<file path="src/cor_pkg.sv">
`default_nettype none
// ----------------------------------------------------------------------------
// cor_pkg
// Shared types, widths and angle constants for the camera offset rotator.
// ----------------------------------------------------------------------------
package cor_pkg;

   localparam int Q_W    = 32;              // coordinate width, q16.16
   localparam int A_W    = 20;              // input angle width, q3.16
   localparam int REQ_W  = 216;             // six coordinates and the angle, byte padded
   localparam int RSP_W  = 104;             // three coordinates, byte padded
   localparam int SQ_W   = 64;              // sum of squares
   localparam int RT_W   = 32;              // integer root
   localparam int XW     = 54;              // cordic x and y
   localparam int ZW     = 36;              // angles, q30 radians
   localparam int CW     = 34;              // sine and cosine
   localparam int GW     = 35;              // rounded q30 products and new offsets
   localparam int PW     = 68;              // full products
   localparam int STEPS  = 32;              // cordic iterations

   localparam logic signed [ZW-1:0] HALF_PI_Q30   = ZW'(64'sd1686629713);
   localparam logic signed [ZW-1:0] PI_Q30        = ZW'(64'sd3373259426);
   localparam logic signed [ZW-1:0] TWO_PI_Q30    = ZW'(64'sd6746518852);
   localparam logic signed [ZW-1:0] POLAR_EPS_Q30 = ZW'(64'sd10737);
   localparam logic signed [XW-1:0] CORDIC_GAIN_Q30 = XW'(64'sh26DD3B6A);

   typedef enum logic [1:0] {
      CMD_YAW   = 2'd0,
      CMD_ELEV  = 2'd1,
      CMD_POLAR = 2'd2,
      CMD_NONE  = 2'd3
   } cmd_type;

   typedef struct packed {
      cmd_type                 cmd;
      logic signed [Q_W-1:0]   ox;
      logic signed [Q_W-1:0]   oy;
      logic signed [Q_W-1:0]   oz;
      logic signed [Q_W-1:0]   ax;
      logic signed [Q_W-1:0]   ay;
      logic signed [Q_W-1:0]   az;
      logic signed [ZW-1:0]    ang;
      logic                    degen;
      logic [RT_W-1:0]         r;
   } pay_type;

   function automatic logic signed [ZW-1:0] cor_atan(input int unsigned idx);
      logic [31:0] v;
      case (idx)
         0:  v = 32'h3243F6A8;
         1:  v = 32'h1DAC6705;
         2:  v = 32'h0FADBAFC;
         3:  v = 32'h07F56EA6;
         4:  v = 32'h03FEAB76;
         5:  v = 32'h01FFD55B;
         6:  v = 32'h00FFFAAA;
         7:  v = 32'h007FFF55;
         8:  v = 32'h003FFFEA;
         9:  v = 32'h001FFFFD;
         10: v = 32'h000FFFFF;
         11: v = 32'h0007FFFF;
         12: v = 32'h0003FFFF;
         13: v = 32'h0001FFFF;
         14: v = 32'h0000FFFF;
         15: v = 32'h00007FFF;
         16: v = 32'h00003FFF;
         17: v = 32'h00001FFF;
         18: v = 32'h00000FFF;
         19: v = 32'h000007FF;
         20: v = 32'h000003FF;
         21: v = 32'h000001FF;
         22: v = 32'h000000FF;
         23: v = 32'h0000007F;
         24: v = 32'h0000003F;
         25: v = 32'h0000001F;
         26: v = 32'h0000000F;
         27: v = 32'h00000008;
         28: v = 32'h00000004;
         29: v = 32'h00000002;
         30: v = 32'h00000001;
         default: v = 32'h00000000;
      endcase
      return ZW'(v);
   endfunction

endpackage
`default_nettype wire

</file>
<file path="src/cor_isqrt.sv">
`default_nettype none
// ----------------------------------------------------------------------------
// cor_isqrt
// Pipelined integer square root, one result bit per stage.
// ----------------------------------------------------------------------------
module cor_isqrt (
   input  wire logic                      clock,
   input  wire logic                      en,
   input  wire logic [cor_pkg::SQ_W-1:0]  n_i,
   output logic [cor_pkg::RT_W-1:0]       root_o
);
   import cor_pkg::*;

   logic [SQ_W-1:0] rem_ff [0:RT_W-1];
   logic [SQ_W-1:0] rem_in [0:RT_W-1];
   logic [RT_W-1:0] res_ff [0:RT_W-1];
   logic [RT_W-1:0] res_in [0:RT_W-1];

   for (genvar j = 0; j < RT_W; j++) begin : g_bit
      localparam int K = RT_W - 1 - j;
      logic [SQ_W-1:0] rem_prev;
      logic [RT_W-1:0] res_prev;
      logic [SQ_W+1:0] trial;
      logic            fits;

      if (j == 0) begin : g_first
         assign rem_prev = n_i;
         assign res_prev = '0;
      end else begin : g_next
         assign rem_prev = rem_ff[j-1];
         assign res_prev = res_ff[j-1];
      end

      assign trial = ((SQ_W+2)'(res_prev) << (K + 1)) | ((SQ_W+2)'(1) << (2 * K));
      assign fits  = (SQ_W+2)'(rem_prev) >= trial;
      assign rem_in[j] = fits ? rem_prev - trial[SQ_W-1:0] : rem_prev;
      assign res_in[j] = fits ? (res_prev | (RT_W'(1) << K)) : res_prev;
   end

   always_ff @(posedge clock) begin
      if (en) begin
         rem_ff <= rem_in;
         res_ff <= res_in;
      end
   end

   assign root_o = res_ff[RT_W-1];

endmodule
`default_nettype wire

</file>
<file path="config.mk">
export PLATFORM = sky130hd
export DESIGN_NAME = cor_isqrt
export DESIGN_NICKNAME = d
export VERILOG_FILES = /design/src/cor_pkg.sv /design/src/cor_isqrt.sv
export SDC_FILE = /design/constraint.sdc
export NUM_CORES = 2
export LEC_CHECK = 0
export BUFFER_PORTS_ARGS = -buffer_cell sky130_fd_sc_hd__buf_2
export CAP_MARGIN = 20
export CORE_MARGIN = 3
export CORE_UTILIZATION = 39
export CTS_CLUSTER_SIZE = 25
export DETAILED_ROUTE_END_ITERATION = 10
export GPL_ROUTABILITY_DRIVEN = 0
export MAX_ROUTING_LAYER = met4
export PLACE_DENSITY_LB_ADDON = 0.08
export RECOVER_POWER = 50
export SLEW_MARGIN = 20
export SYNTH_ARGS = -nofsm -noshare
export SYNTH_HDL_FRONTEND = slang
export SYNTH_SLANG_ARGS = --single-unit
</file>
<file path="constraint.sdc">
create_clock -name clock -period 4.1 [get_ports clock]
set_clock_uncertainty 0.05 [all_clocks]
set_input_delay 0.41 -clock clock [delete_from_list [all_inputs] [get_ports clock]]
set_output_delay 0.41 -clock clock [all_outputs]
set_load 0.005 [all_outputs]
</file>
==> results.json <==
{
  "slowest_delay_ns": 0.43,
  "drtAntennaViolNets": 0,
  "grt_max_degree": 179,
  "fin_area_sq_um": 137200,
  "clk_pin_slew_ns": 0.06,
  "drt_iter0_markers": 6634,
  "max_freq_ghz": 0.2526,
  "path_depth": 12,
  "cts_buffers": 293,
  "drc_errors": 0,
  "synth_area_sq_um": 120000,
  "worst-path-buf-inv": 1,
  "required_ns": 4.64,
  "yosysSeqAreaShare": 0.6285,
  "insertion_delay_ns": 0.90,
  "path_class": "register to register",
  "die_x_um": 560.7,
  "overflow": 0,
  "finalCritPeriodShare": 0.9656,
  "yosys.cell_types.count": 96,
  "ys_dominant_reg_cell": "edfxtp_1",
  "grt_pass1_wl_um": 460400,
  "cpLargestDelayFamily": "simple AND/OR/NAND/NOR gates",
  "synthArstFlopShare": 0,
  "synth.avg_cell_area_sq_um": 12.61,
  "vias": 76210,
  "core_area_sq_um": 306100,
  "min_path_cells": 2,
  "vias_per_cell": 5.305,
  "cts_sinks": 2512,
  "ys.warnings.count": 0,
  "cp_data_arrival_time_ns": 4.50,
  "finalCriticalPeriod_ns": 3.959,
  "rr_startpoint": "g_bit[30].rem_prev[5]",
  "pwr-share-clk": 0.334,
  "ir_worst_vdd_mv": 0.3853,
  "endpoint_kind": "register",
  "maxSlewHeadroom": -0.9380,
  "p_leak_nw": 51.51,
  "io_pins": 98,
  "cp_max_fo": 12,
  "wl_um": 303400,
  "first_global_vias": 75530,
  "pwr-share-seq": 0.458,
  "dp_hpwl_um": 228300,
  "layout-drive-gt1-share": 0.08710,
  "num_rows": 203,
  "synth-edff-count": 2512,
  "cts_tree": "done",
  "die_h_um": 560.7,
  "syn_to_final_growth_pct": 14.30,
  "setup-violations-final": 0,
  "rr_worst_depth": 12,
  "ys_ff_latch": 2512,
  "cts.path.max_buffers": 4,
  "drv_slew": 651,
  "grt_antenna_before_repair": 15,
  "portBuffers": 97,
  "grt.total_usage": 0.1932,
  "synth_fp_nets": 10140,
  "hold_class": "primary input to register",
  "fp.dieArea_sq_um": 314400,
  "crit_chain": "ha_1 > or3_1 > o22ai_1 > and4_1 > nor3b_1 > a311o_1 > a21oi_2 > o311ai_1 > or4_1 > buf_4 > nor4_1 > xor2_1",
  "power_switching_w": 0.02261,
  "power.internal_w": 0.05467,
  "syn-instance-count": 9518,
  "combPwrFrac": 0.208,
  "htree_levels": 5,
  "rsz0062_at_grt": "yes",
  "first_pass_iters": 6,
  "critPathLaunch": "g_bit[30].rem_prev[5]",
  "worst_pin_slew_ns": 2.907,
  "hold_start": "n_i[8]",
  "power_density_nw_per_um2": 563.3,
  "swShare": 0.2926,
  "violations": "max-capacitance violations, max-slew violations",
  "pre_cts_ws_ns": -0.5553,
  "cpMaxStageDelayCell": "a311o_1",
  "initial_core_util": 0.3921,
  "nNetsFinal": 10670,
  "place_area_sq_um": 127200,
  "clock-root-buffer": "clkbuf_16",
  "cap_violations": 10,
  "start_kind": "register",
  "wire_per_inst_um": 21.12,
  "status": "finished, violations left",
  "hold_viol_final": 0,
  "setup_slack_ns": 0.1412
}
## Yosys cell counts (29+ instances only)
cell	count	area share
a21oi_1	626	0.026
mux2_2	80	0.0075
nor2_1	632	0.020
edfxtp_1	2512	0.63
nand3_1	137	0.0057
o21ai_0	447	0.019
o21a_1	105	0.0066
nor3_1	259	0.011
or3_1	91	0.0047
a211oi_1	41	0.0026
clkbuf_1	156	0.0049
nand4_1	160	0.0083
a21o_1	247	0.015
nor4b_1	49	0.0036
nand2b_1	99	0.0052
ha_1	558	0.058
nor4_1	334	0.017
a31oi_1	49	0.0026
nand2_1	594	0.019
o21bai_1	47	0.0029
and3_1	42	0.0022
or4_1	84	0.0053
xnor2_1	453	0.033
inv_1	691	0.022
or2_2	30	0.0016
nor2b_1	82	0.0043
xor2_1	424	0.031
o31ai_1	29	0.0018
## sequential cells by signal, indices dropped and copies added (netlist names)
name and count:
g_bit.rem_prev 1984, g_bit.res_prev 496, root_o 32
## power by group through the flow
stage | clock network, W | logic (W) | registers [W]
2_1_floorplan | 0 | 0.0113 | 0.0345
3_3_place_gp | 0 | 0.0158 | 0.0359
3_5_place_dp | 0 | 0.0159 | 0.0359
4_1_cts | 0.0266 | 0.0160 | 0.0354
5_1_grt | 0.0276 | 0.0179 | 0.0357
6_report | 0.0258 | 0.0161 | 0.0354
## stage by stage
step                      TNS (ns)  std cells  hold slack [ns]  power, W    util
after detailed placement    -17.70      13780           0.3803   0.05178  0.4157
after global placement      -17.28      13780           0.3739   0.05172  0.4157
after CTS                        0      14360          0.08583   0.07811  0.4489
after global routing      -0.09642      14370           0.1297   0.08126  0.4482
after floorplan                  0       9518           0.3666   0.04586       -
final                            0      14370           0.1821   0.07727  0.4482
## cell usage in the layout (no fill, tap or decap), types with 24 or more instances in the layout
cell,count
a211oi_1,40
a21o_1,247
a21oi_1,624
a31oi_1,49
and2_1,27
and3_1,41
buf_2,42
buf_4,204
bufinv_16,31
clkbuf_1,124
clkbuf_16,296
clkinv_1,55
clkinv_2,43
dlygate4sd3_1,66
edfxtp_1,2512
ha_1,556
inv_1,691
mux2_2,80
nand2_1,594
nand2b_1,99
nand3_1,136
nand3b_1,26
nand4_1,160
nand4b_1,24
nor2_1,630
nor2b_1,82
nor3_1,259
nor3b_1,25
nor4_1,321
nor4b_1,45
o211ai_1,25
o21a_1,105
o21ai_0,441
o21bai_1,47
o31ai_1,29
or2_2,30
or3_1,91
or4_1,82
xnor2_1,453
xor2_1,424
## final cells by class
class / instances / area, sq um
fillers: 27830 / 168900
flip-flops and latches: 2512 / 75430
multi-input cells: 6122 / 41480
clock buffers: 349 / 7606
well taps: 4100 / 5130
repair buffers: 419 / 3105
inverters: 693 / 2601
clock inverters: 169 / 1827
diodes: 2 / 5.005
## worst paths after layout
| check | end | slack [ns] |
|---|---|---|
| worst max register to register | g_bit[31].rem_prev[55] | 0.14 |
| worst max-delay path | g_bit[31].rem_prev[55] | 0.14 |
| worst min register to register | g_bit[25].rem_prev[6] | 0.35 |
| worst min-delay path | g_bit[1].rem_prev[8] | 0.18 |
## timing repair
action	CTS	global route
endpoints found under the hold margin	90	0
gates resized for setup	10	30
endpoints found under the setup margin	89	54
buffers inserted	2	1
pin swaps	5	5
hold buffers	66	0
## worst reg2reg max path: cells and delay by family, from the launching register on
kind                       cells  cell delay, ns
adders and majority gates      1            0.27
AOI/OAI and AO/OA              4            1.11
xor gates and xnor gates       1            0.11
buffers and inverters          1            0.20
DFF                            1            0.40
and+or+nand+nor                5            1.54
## layer usage
layer  global-route usage  part of all wire  routed length, um
met5                    -                 0                  0
met4              0.04243             0.021               6505
met3              0.02717             0.048              14630
met2               0.3166              0.49             147200
met1               0.2557              0.45             135100
## logic make-up after synthesis
| group | Yosys count | share of synthesized area |
|---|---|---|
| xor gates and xnor gates | 877 | 0.06400 |
| buffers and inverters | 884 | 0.02795 |
| muxes | 89 | 0.008277 |
| DFF | 2512 | 0.6285 |
| adders and majority gates | 558 | 0.05817 |
| and+or+nand+nor | 2759 | 0.1186 |
| AOI/OAI and AO/OA | 1839 | 0.09451 |
Note: power is estimated with default switching activity, not from simulation.
